===== config.mk =====
export PLATFORM = sky130hd
export DESIGN_NAME = lzwc_ctrl
export DESIGN_NICKNAME = d
export VERILOG_FILES = /design/src/sv/lzwc_pkg.sv /design/src/sv/lzwc_ctrl.sv
export SDC_FILE = /design/constraint.sdc
export NUM_CORES = 1
export LEC_CHECK = 0
export ABC_CLOCK_PERIOD_IN_PS = 1800
export BUFFER_PORTS_ARGS = -buffer_cell sky130_fd_sc_hd__clkbuf_2
export CORE_AREA = 2 2 39 41
export DETAILED_ROUTE_END_ITERATION = 7
export DIE_AREA = 0 0 41 43
export GPL_TIMING_DRIVEN = 1
export MAX_ROUTING_LAYER = met4
export PLACE_DENSITY = 0.61
export SYNTH_ARGS = -nofsm -noshare
export SYNTH_HDL_FRONTEND = slang
export SYNTH_SLANG_ARGS = --single-unit

===== constraint.sdc =====
create_clock -name clock -period 1.8 [get_ports clock]
set_input_delay 0.27 -clock clock [delete_from_list [all_inputs] [get_ports clock]]
set_output_delay 0.27 -clock clock [all_outputs]
set_load 0.02 [all_outputs]

===== src/sv/lzwc_pkg.sv =====
// Shared types, constants and helpers for the LZW variable-width compressor.
package lzwc_pkg;

   localparam int MaxDictCode = 4095;
   localparam int DictCodeW   = $clog2(MaxDictCode + 1);
   localparam int NextCodeW   = DictCodeW + 1;
   localparam int HashW       = DictCodeW + 1;
   localparam int HashDepth   = 1 << HashW;
   localparam int AccW        = 23;
   localparam int CntW        = 5;
   localparam int WidthW      = 5;
   localparam int ThrW        = 17;

   localparam logic [NextCodeW-1:0] FirstFree   = NextCodeW'(257);
   localparam logic [DictCodeW-1:0] EndCode     = DictCodeW'(256);
   localparam logic [WidthW-1:0]    StartWidth  = WidthW'(9);
   localparam logic [ThrW-1:0]      StartThresh = ThrW'(512);

   typedef enum logic [3:0] {
      ST_CLEAR,
      ST_IDLE,
      ST_PROBE,
      ST_CHECK,
      ST_DRAIN_DATA,
      ST_DRAIN_PFX,
      ST_DRAIN_END,
      ST_FINAL
   } state_type;

   // One hash-table slot: the pair (prefix, byte) and the code it names.
   typedef struct packed {
      logic                 valid;
      logic [DictCodeW-1:0] prefix;
      logic [7:0]           byte_val;
      logic [DictCodeW-1:0] code;
   } entry_type;

   typedef struct packed {
      logic clear_step;
      logic accept;
      logic set_prefix;
      logic take_hit;
      logic probe_next;
      logic miss;
      logic pack_prefix;
      logic pack_end;
      logic drain;
      logic finish;
   } cmd_type;

   typedef struct packed {
      logic clear_done;
      logic prefix_valid;
      logic hit;
      logic occupied;
      logic bits_ge8;
      logic out_free;
   } status_type;

   // Fold the 20-bit pair into a table index.
   function automatic logic [HashW-1:0] hash_pair(input logic [DictCodeW-1:0] pfx,
                                                  input logic [7:0] b);
      hash_pair = HashW'(pfx) ^ HashW'({b, 5'b0}) ^ HashW'(b);
   endfunction

endpackage


===== src/sv/lzwc_ctrl.sv =====
// Controller state machine: sequences clearing, lookup, packing and drain.
module lzwc_ctrl (
   input  logic                   clock,
   input  logic                   reset,
   input  logic                   req_valid,
   input  logic                   req_op,
   output logic                   req_stall,
   input  lzwc_pkg::status_type   status,
   output lzwc_pkg::cmd_type      cmd
);

   lzwc_pkg::state_type state_ff, state_in;

   // State register
   always_ff @(posedge clock) begin
      if (reset) state_ff <= lzwc_pkg::ST_CLEAR;
      else       state_ff <= state_in;
   end

   // Next state and commands
   always_comb begin
      state_in  = state_ff;
      cmd       = '0;
      req_stall = (state_ff != lzwc_pkg::ST_IDLE);
      unique case (state_ff)
         lzwc_pkg::ST_CLEAR: begin
            cmd.clear_step = 1'b1;
            if (status.clear_done) state_in = lzwc_pkg::ST_IDLE;
         end
         lzwc_pkg::ST_IDLE: begin
            if (req_valid) begin
               cmd.accept = 1'b1;
               if (!req_op) begin
                  if (!status.prefix_valid) cmd.set_prefix = 1'b1;
                  else                      state_in = lzwc_pkg::ST_PROBE;
               end else if (status.prefix_valid) begin
                  cmd.pack_prefix = 1'b1;
                  state_in        = lzwc_pkg::ST_DRAIN_PFX;
               end else begin
                  cmd.pack_end = 1'b1;
                  state_in     = lzwc_pkg::ST_DRAIN_END;
               end
            end
         end
         lzwc_pkg::ST_PROBE: begin
            state_in = lzwc_pkg::ST_CHECK;
         end
         lzwc_pkg::ST_CHECK: begin
            if (status.hit) begin
               cmd.take_hit = 1'b1;
               state_in     = lzwc_pkg::ST_IDLE;
            end else if (status.occupied) begin
               cmd.probe_next = 1'b1;
               state_in       = lzwc_pkg::ST_PROBE;
            end else begin
               cmd.miss        = 1'b1;
               cmd.pack_prefix = 1'b1;
               state_in        = lzwc_pkg::ST_DRAIN_DATA;
            end
         end
         lzwc_pkg::ST_DRAIN_DATA: begin
            if (!status.bits_ge8)      state_in  = lzwc_pkg::ST_IDLE;
            else if (status.out_free)  cmd.drain = 1'b1;
         end
         lzwc_pkg::ST_DRAIN_PFX: begin
            if (!status.bits_ge8) begin
               cmd.pack_end = 1'b1;
               state_in     = lzwc_pkg::ST_DRAIN_END;
            end else if (status.out_free) begin
               cmd.drain = 1'b1;
            end
         end
         lzwc_pkg::ST_DRAIN_END: begin
            if (!status.bits_ge8)      state_in  = lzwc_pkg::ST_FINAL;
            else if (status.out_free)  cmd.drain = 1'b1;
         end
         lzwc_pkg::ST_FINAL: begin
            if (status.out_free) begin
               cmd.finish = 1'b1;
               state_in   = lzwc_pkg::ST_CLEAR;
            end
         end
         default: state_in = lzwc_pkg::ST_CLEAR;
      endcase
   end

endmodule


==> metrics, run 1 <==
status finished clean; TritonCTS Buffers 3; setup TNS 0 ns; Peak VDD IR 0.334 mV; main area contributors after synthesis dfxtp_1 16%, nor3b_1 7.8%, nand2_1 6.8%; gpl congestion 0.749; root buffer cell clkbuf_4; capturing point of the worst reg2reg path state_ff[1]; Largest regs state_ff (3); Layout area overhead 38.0%; Crit Path Max Fanout 8; Max-Cap Viols 0; PortBufs 20; clock sinks 3; Clock transition at path regs 0.04 ns; clk buf depth 2; Worst Setup SP state_ff[2]; CTS HTree Levels 1; routed wire length 950 µm; chip height 43 µm; # IOs 21; slowest stage delay, CP 0.36 ns; vias per cell 5.00; pre-CTS WS 0.205 ns; crit path DAT 1.41 ns; TritonCTS clock tree yes; crit start category flip-flop; Nets 88; clk_lat worst skew 0.23 ns; CP Capture Type primary output; Placed Cells 88; num rows 14; fin. max-slew vios 0; width of the die 41 µm; CP Buf/Inv Count 1; Hold Crit Class primary input to flip-flop; Final Hold Viols 0; post-synthesis sequential area ratio 15.6%; placed cell area 490 µm²; most common cell after layout, fill and taps aside clkbuf_2; CP Depth 5; LEAKAGE 0.253 nW; vias in the first global route 387; post-synthesis cell area 385 µm²; Final HPWL DP 745 µm; Syn Area/Cell 7.14 µm²; R2R Setup Slk 0.42 ns; critical path's top delay family simple AND/OR/NAND/NOR gates; most frequent cells in the layout 18 x clkbuf_2, 7 x nand2_1, 5 x nor3_1, 5 x a21oi_1, 4 x nor3b_1; first-pass GRT wire length 1500 µm; total nets after synthesis 64; Total Routing Usage GR 12.6%; initial DRC count 0; P per Cell Area 682 nW/µm²; Synth area leader dfxtp_1; total grt overflow 0; critical path's slowest cell dfxtp_4; Initial Utilization 27.8%; Top reg by flops state_ff; Die Footprint 1760 µm²; Placeable Area 1380 µm²; fmax 595 MHz; Crit Path Class flip-flop to primary output; final setup fails 0; Synth Register Bits 3; clk_skew 0.000831 ns; reg2reg start state_ff[0]; drt drc 0; antenna viol nets, final 0; cell area after layout 532 µm²; max reg flops 3; clock period minus worst slack 1.68 ns; Register-to-Register Path Depth 3; layout cell share with drive strength beyond 1 42.9%; Synth Instances 54; Final Non-Filler Cells 93; synthesis warning total 0; diode count 0; worst setup path endpoint cmd[3]; Setup WS post-layout 0.121 ns; Worst Path Required 1.53 ns; wire per inst 10.2 µm; Synth cell types 27; drt pass-1 iters 1; via count 465; pin count of the biggest net entering global routing 16; part of the cycle the worst path needs 93.3%; Slew HR 82.0%; CP cell instances and2b_4, nand2_1, o31ai_1, and2_1, buf_4; Worst Max-Slew Pin Slew 0.271 ns; total power 0.000362 W; number of antenna violations at the first check in global routing 0; RSZ-0062 raised after global routing false; post-synth top area share 15.6%
repair_timing:
action	CTS	global route
gates resized for setup	2	4
endpoints found under the setup margin	1	2
pin swaps	0	1
hold buffers	0	0
setup buffers	0	1
kinds of logic (layout without fill, tap and decap cells):
logic type,after synthesis,in the layout,share of synthesized area [%]
AND/OR/NAND/NOR,30,30,48.1
flip-flops,3,3,15.6
AO/OA/AOI/OAI,15,15,27.6
buffers and inverters,6,29,8.77
cells in the mapped netlist, drive strengths merged:
library cell,n
a21oi,5
or4,1
o31ai,1
a21o,1
nor2b,1
nor2,3
o21ai,2
nor3,5
and3,1
inv,3
and2,2
nor4bb,1
and2b,1
nand2,7
a22o,1
and3b,1
a41o,1
dfxtp,3
a211oi,2
o311a,1
nand3,2
nor3b,5
o2111a,1
buf,3
final cells by class:
class / instances / area (µm²)
Clock buffer: 4 / 26.3
Fill cell: 157 / 852
Inverter: 3 / 11.3
Multi-Input combinational cell: 45 / 292
Sequential cell: 3 / 65.1
Tap cell: 16 / 20.0
Timing Repair Buffer: 22 / 118
report_power, final:
group	total [W]	switching (W)	leakage [nW]	internal [W]
Clock	0.000117	0.0000340	0.0150	0.0000830
Combinational	0.000152	0.0000822	0.212	0.0000695
Sequential	0.0000938	0.0000186	0.0258	0.0000752
Total	0.000362	0.000135	0.253	0.000228
per-stage QoR:
stage               util, %  hold WS [ns]
finish                 38.4         0.261
CTS                    37.5         0.250
global placement       35.4         0.509
global route           38.4         0.274
floorplan                 -         0.348
detailed placement     35.4         0.505
metal layers:
| metal | global-route usage [%] | routed length, µm | up-vias |
|---|---|---|---|
| met3 | 1.57 | 50 | 0 |
| li1 | - | - | 246 |
| met2 | 19.4 | 429 | 14 |
| met4 | 8.00 | 0 | 0 |
| met5 | - | 0 | - |
| met1 | 14.7 | 470 | 205 |
how the worst min path moves through the flow:
stage,from,end,slack (ns),cells after the start
floorplan,reset,state_ff[2],0.35,1
global placement,reset,state_ff[2],0.51,2
detailed placement,reset,state_ff[2],0.50,2
CTS,reset,state_ff[2],0.25,2
global route,reset,state_ff[2],0.27,2
finish,reset,state_ff[2],0.26,2
(Power assumes the default switching activity.)
==> run 2: changes to the inputs <==
- REMOVE_ABC_BUFFERS: default -> 1
==> metrics, run 2 (synthesized netlist as in run 1, its figures left out) <==
status finished clean; vias in the first global route 355; PortBufs 20; clock period minus worst slack 1.72 ns; clk_skew 0.00256 ns; routed wire length 965 µm; Peak VDD IR 0.394 mV; Largest regs state_ff (3); Placeable Area 1380 µm²; LEAKAGE 0.252 nW; Placed Cells 89; crit path DAT 1.45 ns; initial DRC count 16; diode count 0; wire per inst 10.4 µm; Nets 88; critical path's top delay family simple AND/OR/NAND/NOR gates; HP Start reset; drt pass-1 iters 4; number of antenna violations at the first check in global routing 0; Worst Max-Slew Pin Slew 0.306 ns; RSZ-0062 raised after global routing true; max reg flops 3; # IOs 21; Fin Hold WS 0.256 ns; Layout area overhead 39.9%; Max-Cap Viols 0; Top reg by flops state_ff; total grt overflow 0; fin. max-slew vios 0; final setup fails 0; clock sinks 3; part of the cycle the worst path needs 95.3%; CP cell instances and2b_4, nand2_1, o31ai_2, and2_1, clkbuf_2; Hold Path Depth 2; vias per cell 5.24; Worst Hold Path EP state_ff[2]; slowest stage delay, CP 0.39 ns; pin count of the biggest net entering global routing 15; drt drc 0; capturing point of the worst reg2reg path state_ff[1]; chip height 43 µm; clk_lat worst skew 0.23 ns; CP Buf/Inv Count 1; layout cell share with drive strength beyond 1 42.9%; reg2reg start state_ff[1]; Hold Crit Class primary input to flip-flop; P per Cell Area 686 nW/µm²; Post-CTS Hold Fix Bufs 0; critical path's slowest cell dfxtp_4; CP Capture Type primary output; num rows 14; Worst Setup SP state_ff[2]; CTS HTree Levels 1; clk buf depth 2; Register-to-Register Path Depth 3; Clock transition at path regs 0.03 ns; via count 487; Total Routing Usage GR 12.3%; crit start category flip-flop; root buffer cell clkbuf_4; TritonCTS Buffers 3; most common cell after layout, fill and taps aside clkbuf_2; Die Footprint 1760 µm²; most frequent cells in the layout 20 x clkbuf_2, 7 x nand2_1, 5 x nor3_1, 5 x a21oi_1, 4 x nor3b_1; Crit Path Max Fanout 14; Final Hold Viols 0; width of the die 41 µm; Final HPWL DP 756 µm; Initial Utilization 27.8%; Crit Path Class flip-flop to primary output; antenna viol nets, final 0; first-pass GRT wire length 1480 µm; fmax 583 MHz; Slew HR 79.6%; TritonCTS clock tree yes; Final Non-Filler Cells 93; total power 0.000370 W; R2R Setup Slk 0.37 ns; gpl congestion 0.819; Worst Path Required 1.53 ns; Post-CTS Repair Setup Buffers 0
-- run 2: cell types whose count changed in the layout (fill, tap and decap cells not counted), sizes merged --
cell and delta:
buf -2, clkbuf +2
-- run 2: how the worst max path moves through the flow --
stage | slack, ns | cells after the start | endpoint
3_3_place_gp | 0.24 | 5 | cmd[3]
6_report | 0.08 | 5 | cmd[3]
3_5_place_dp | 0.20 | 5 | cmd[3]
2_1_floorplan | -0.04 | 3 | cmd[7]
5_1_grt | -0.02 | 4 | cmd[7]
4_1_cts | 0.05 | 5 | cmd[3]
-- run 2: area by class of cell --
cell class	instances	area (µm²)
fill	156	845
multi-input combinational	45	303
timing repair buffer	22	115
sequential	3	63.8
clock buffer	4	26.3
tap	16	20.0
inverter	3	11.3
-- run 2: per-stage QoR --
| stage | area, µm² | utilization (%) | setup TNS, ns | setup WS, ns |
|---|---|---|---|---|
| 2_1_floorplan | 363 | - | -0.0367 | -0.0367 |
| 3_3_place_gp | 498 | 36.0 | 0 | 0.245 |
| 3_5_place_dp | 498 | 36.0 | 0 | 0.202 |
| 4_1_cts | 526 | 38.0 | 0 | 0.0457 |
| 5_1_grt | 539 | 39.0 | -0.0418 | -0.0223 |
| 6_report | 539 | 39.0 | 0 | 0.0843 |
-- run 2: worst reg2reg max path, cell delays in order (launching register included) --
cell and delay, ns:
dfxtp_1 0.39, buf_4 0.21, or4_4 0.48, a41o_1 0.25
-- run 2: report_power, final --
| group | switching [W] | internal, W | total, W |
|---|---|---|---|
| combinational | 0.0000868 | 0.0000743 | 0.000161 |
| clock | 0.0000336 | 0.0000830 | 0.000117 |
| sequential | 0.0000174 | 0.0000747 | 0.0000920 |
| total | 0.000138 | 0.000232 | 0.000370 |
-- run 2: per-layer routing --
layer,track usage [%],share of wire (%)
met5,-,0
met1,17.3,46
met4,4.00,0
met2,15.9,48
met3,4.71,5.8
-- run 2: what timing repair did --
action,in CTS,in global routing
endpoints found under the setup margin,1,2
resized for setup,1,3
gates cloned,0,0
==> run 3: changes to the inputs <==
- PLACE_DENSITY: 0.61 -> default
==> metrics, run 3 (synthesized netlist as in run 1, its figures left out) <==
Crit Path Class flip-flop to primary output; max reg flops 3; chip height 43 µm; Nets 89; initial DRC count 7; FILL cells 151; Hold Crit Class primary input to flip-flop; Slew HR 81.3%; FF+latch area 60.1 µm²; width of the die 41 µm; WL met3 56 µm; root buffer cell clkbuf_4; Die Footprint 1760 µm²; clk buf depth 2; Layout area overhead 39.3%; drt drc 0; Placeable Area 1380 µm²; fmax 597 MHz; HP Start reset; Crit Path Max Fanout 5; Worst Setup SP state_ff[2]; routed wire length 928 µm; Largest regs state_ff (3); Final Hold Viols 0; diode count 0; Top reg by flops state_ff; Hold Path Depth 2; Initial Utilization 27.8%; most frequent cells in the layout 20 x clkbuf_2, 7 x nand2_1, 5 x nor3_1, 5 x a21oi_1, 4 x nor3b_1; part of the cycle the worst path needs 93.0%; Clock transition at path regs 0.04 ns; drt pass-1 iters 4; vias in the first global route 413; # IOs 21; Post-CTS Hold Fix Bufs 0; clk_lat worst skew 0.23 ns; Worst Path Required 1.53 ns; CTS HTree Levels 1; TritonCTS Buffers 3; P per Cell Area 679 nW/µm²; final setup fails 0; Register-to-Register Path Depth 3; pre-CTS WS 0.354 ns; clock sinks 3; Total Routing Usage GR 12.9%; crit start category flip-flop; Setup WS post-layout 0.125 ns; first-pass GRT wire length 1590 µm; CP Capture Type primary output; reg2reg start state_ff[2]; clk_skew 0.00333 ns; Met1 Wirelength 404 µm; status finished clean; LEAKAGE 0.258 nW; TritonCTS clock tree yes; Peak VDD IR 0.524 mV; wire per inst 9.87 µm; crit path DAT 1.40 ns; pin count of the biggest net entering global routing 11; fin. max-slew vios 0; via count 484; total grt overflow 0; RSZ-0062 raised after global routing false; Worst Max-Slew Pin Slew 0.281 ns; num rows 14; Max-Cap Viols 0; Fin Hold WS 0.262 ns; antenna viol nets, final 0; number of antenna violations at the first check in global routing 0; layout cell share with drive strength beyond 1 42.3%; PortBufs 20; DR top layer met3; vias per cell 5.15; most common cell after layout, fill and taps aside clkbuf_2; Final HPWL DP 760 µm; DR WL met2 467 µm; clock period minus worst slack 1.67 ns; multi-input logic area 297 µm²; gpl congestion 0.795
[run 3: layout make-up]
cell class	instances	share of cell area, %
Clock buffer	4	4.90
Inverter	3	2.10
Multi-Input combinational cell	45	55.2
Sequential cell	3	11.2
Tap cell	16	3.73
Timing Repair Buffer	23	22.8
[run 3: worst paths after layout]
| path | to | slack (ns) |
|---|---|---|
| max reg2reg | state_ff[1] | 0.38 |
| min | state_ff[0] | 0.26 |
| max | cmd[3] | 0.13 |
| min reg2reg | state_ff[0] | 0.65 |
[run 3: what timing repair did]
item                                    4_1_cts  5_1_grt
resized for setup                             0        1
hold endpoints to repair                      0        0
endpoints found under the setup margin        0        1
buffers inserted                              0        0
[run 3: critical path, stage by stage, from the launching register on]
cell and delay [ns]:
dfxtp_1 0.34, and2b_4 0.26, nand2_1 0.09, o31ai_2 0.18
and2_1 0.15, clkbuf_2 0.16
[run 3: power by group]
part / total, W / internal [W] / leakage (nW) / switching (W)
registers: 0.0000875 / 0.0000750 / 0.0246 / 0.0000126
clock network: 0.000115 / 0.0000828 / 0.0150 / 0.0000320
logic: 0.000162 / 0.0000727 / 0.218 / 0.0000894
[run 3: metal layers]
layer / vias to the layer above / track usage, %
met5: - / -
met4: 0 / 2.00
met2: 12 / 17.8
met1: 222 / 17.3
li1: 250 / -
met3: 0 / 6.28
[run 3: through the flow]
stage	total power (W)	setup TNS, ns	util, %	cells	instance area (µm²)
after floorplan	0.000191	-0.0367	-	51	363
after CTS	0.000371	0	38.4	94	532
after detailed placement	0.000250	0	36.5	90	505
after global routing	0.000399	0	38.8	94	537
after global placement	0.000250	0	36.5	90	505
final	0.000364	0	38.8	94	537
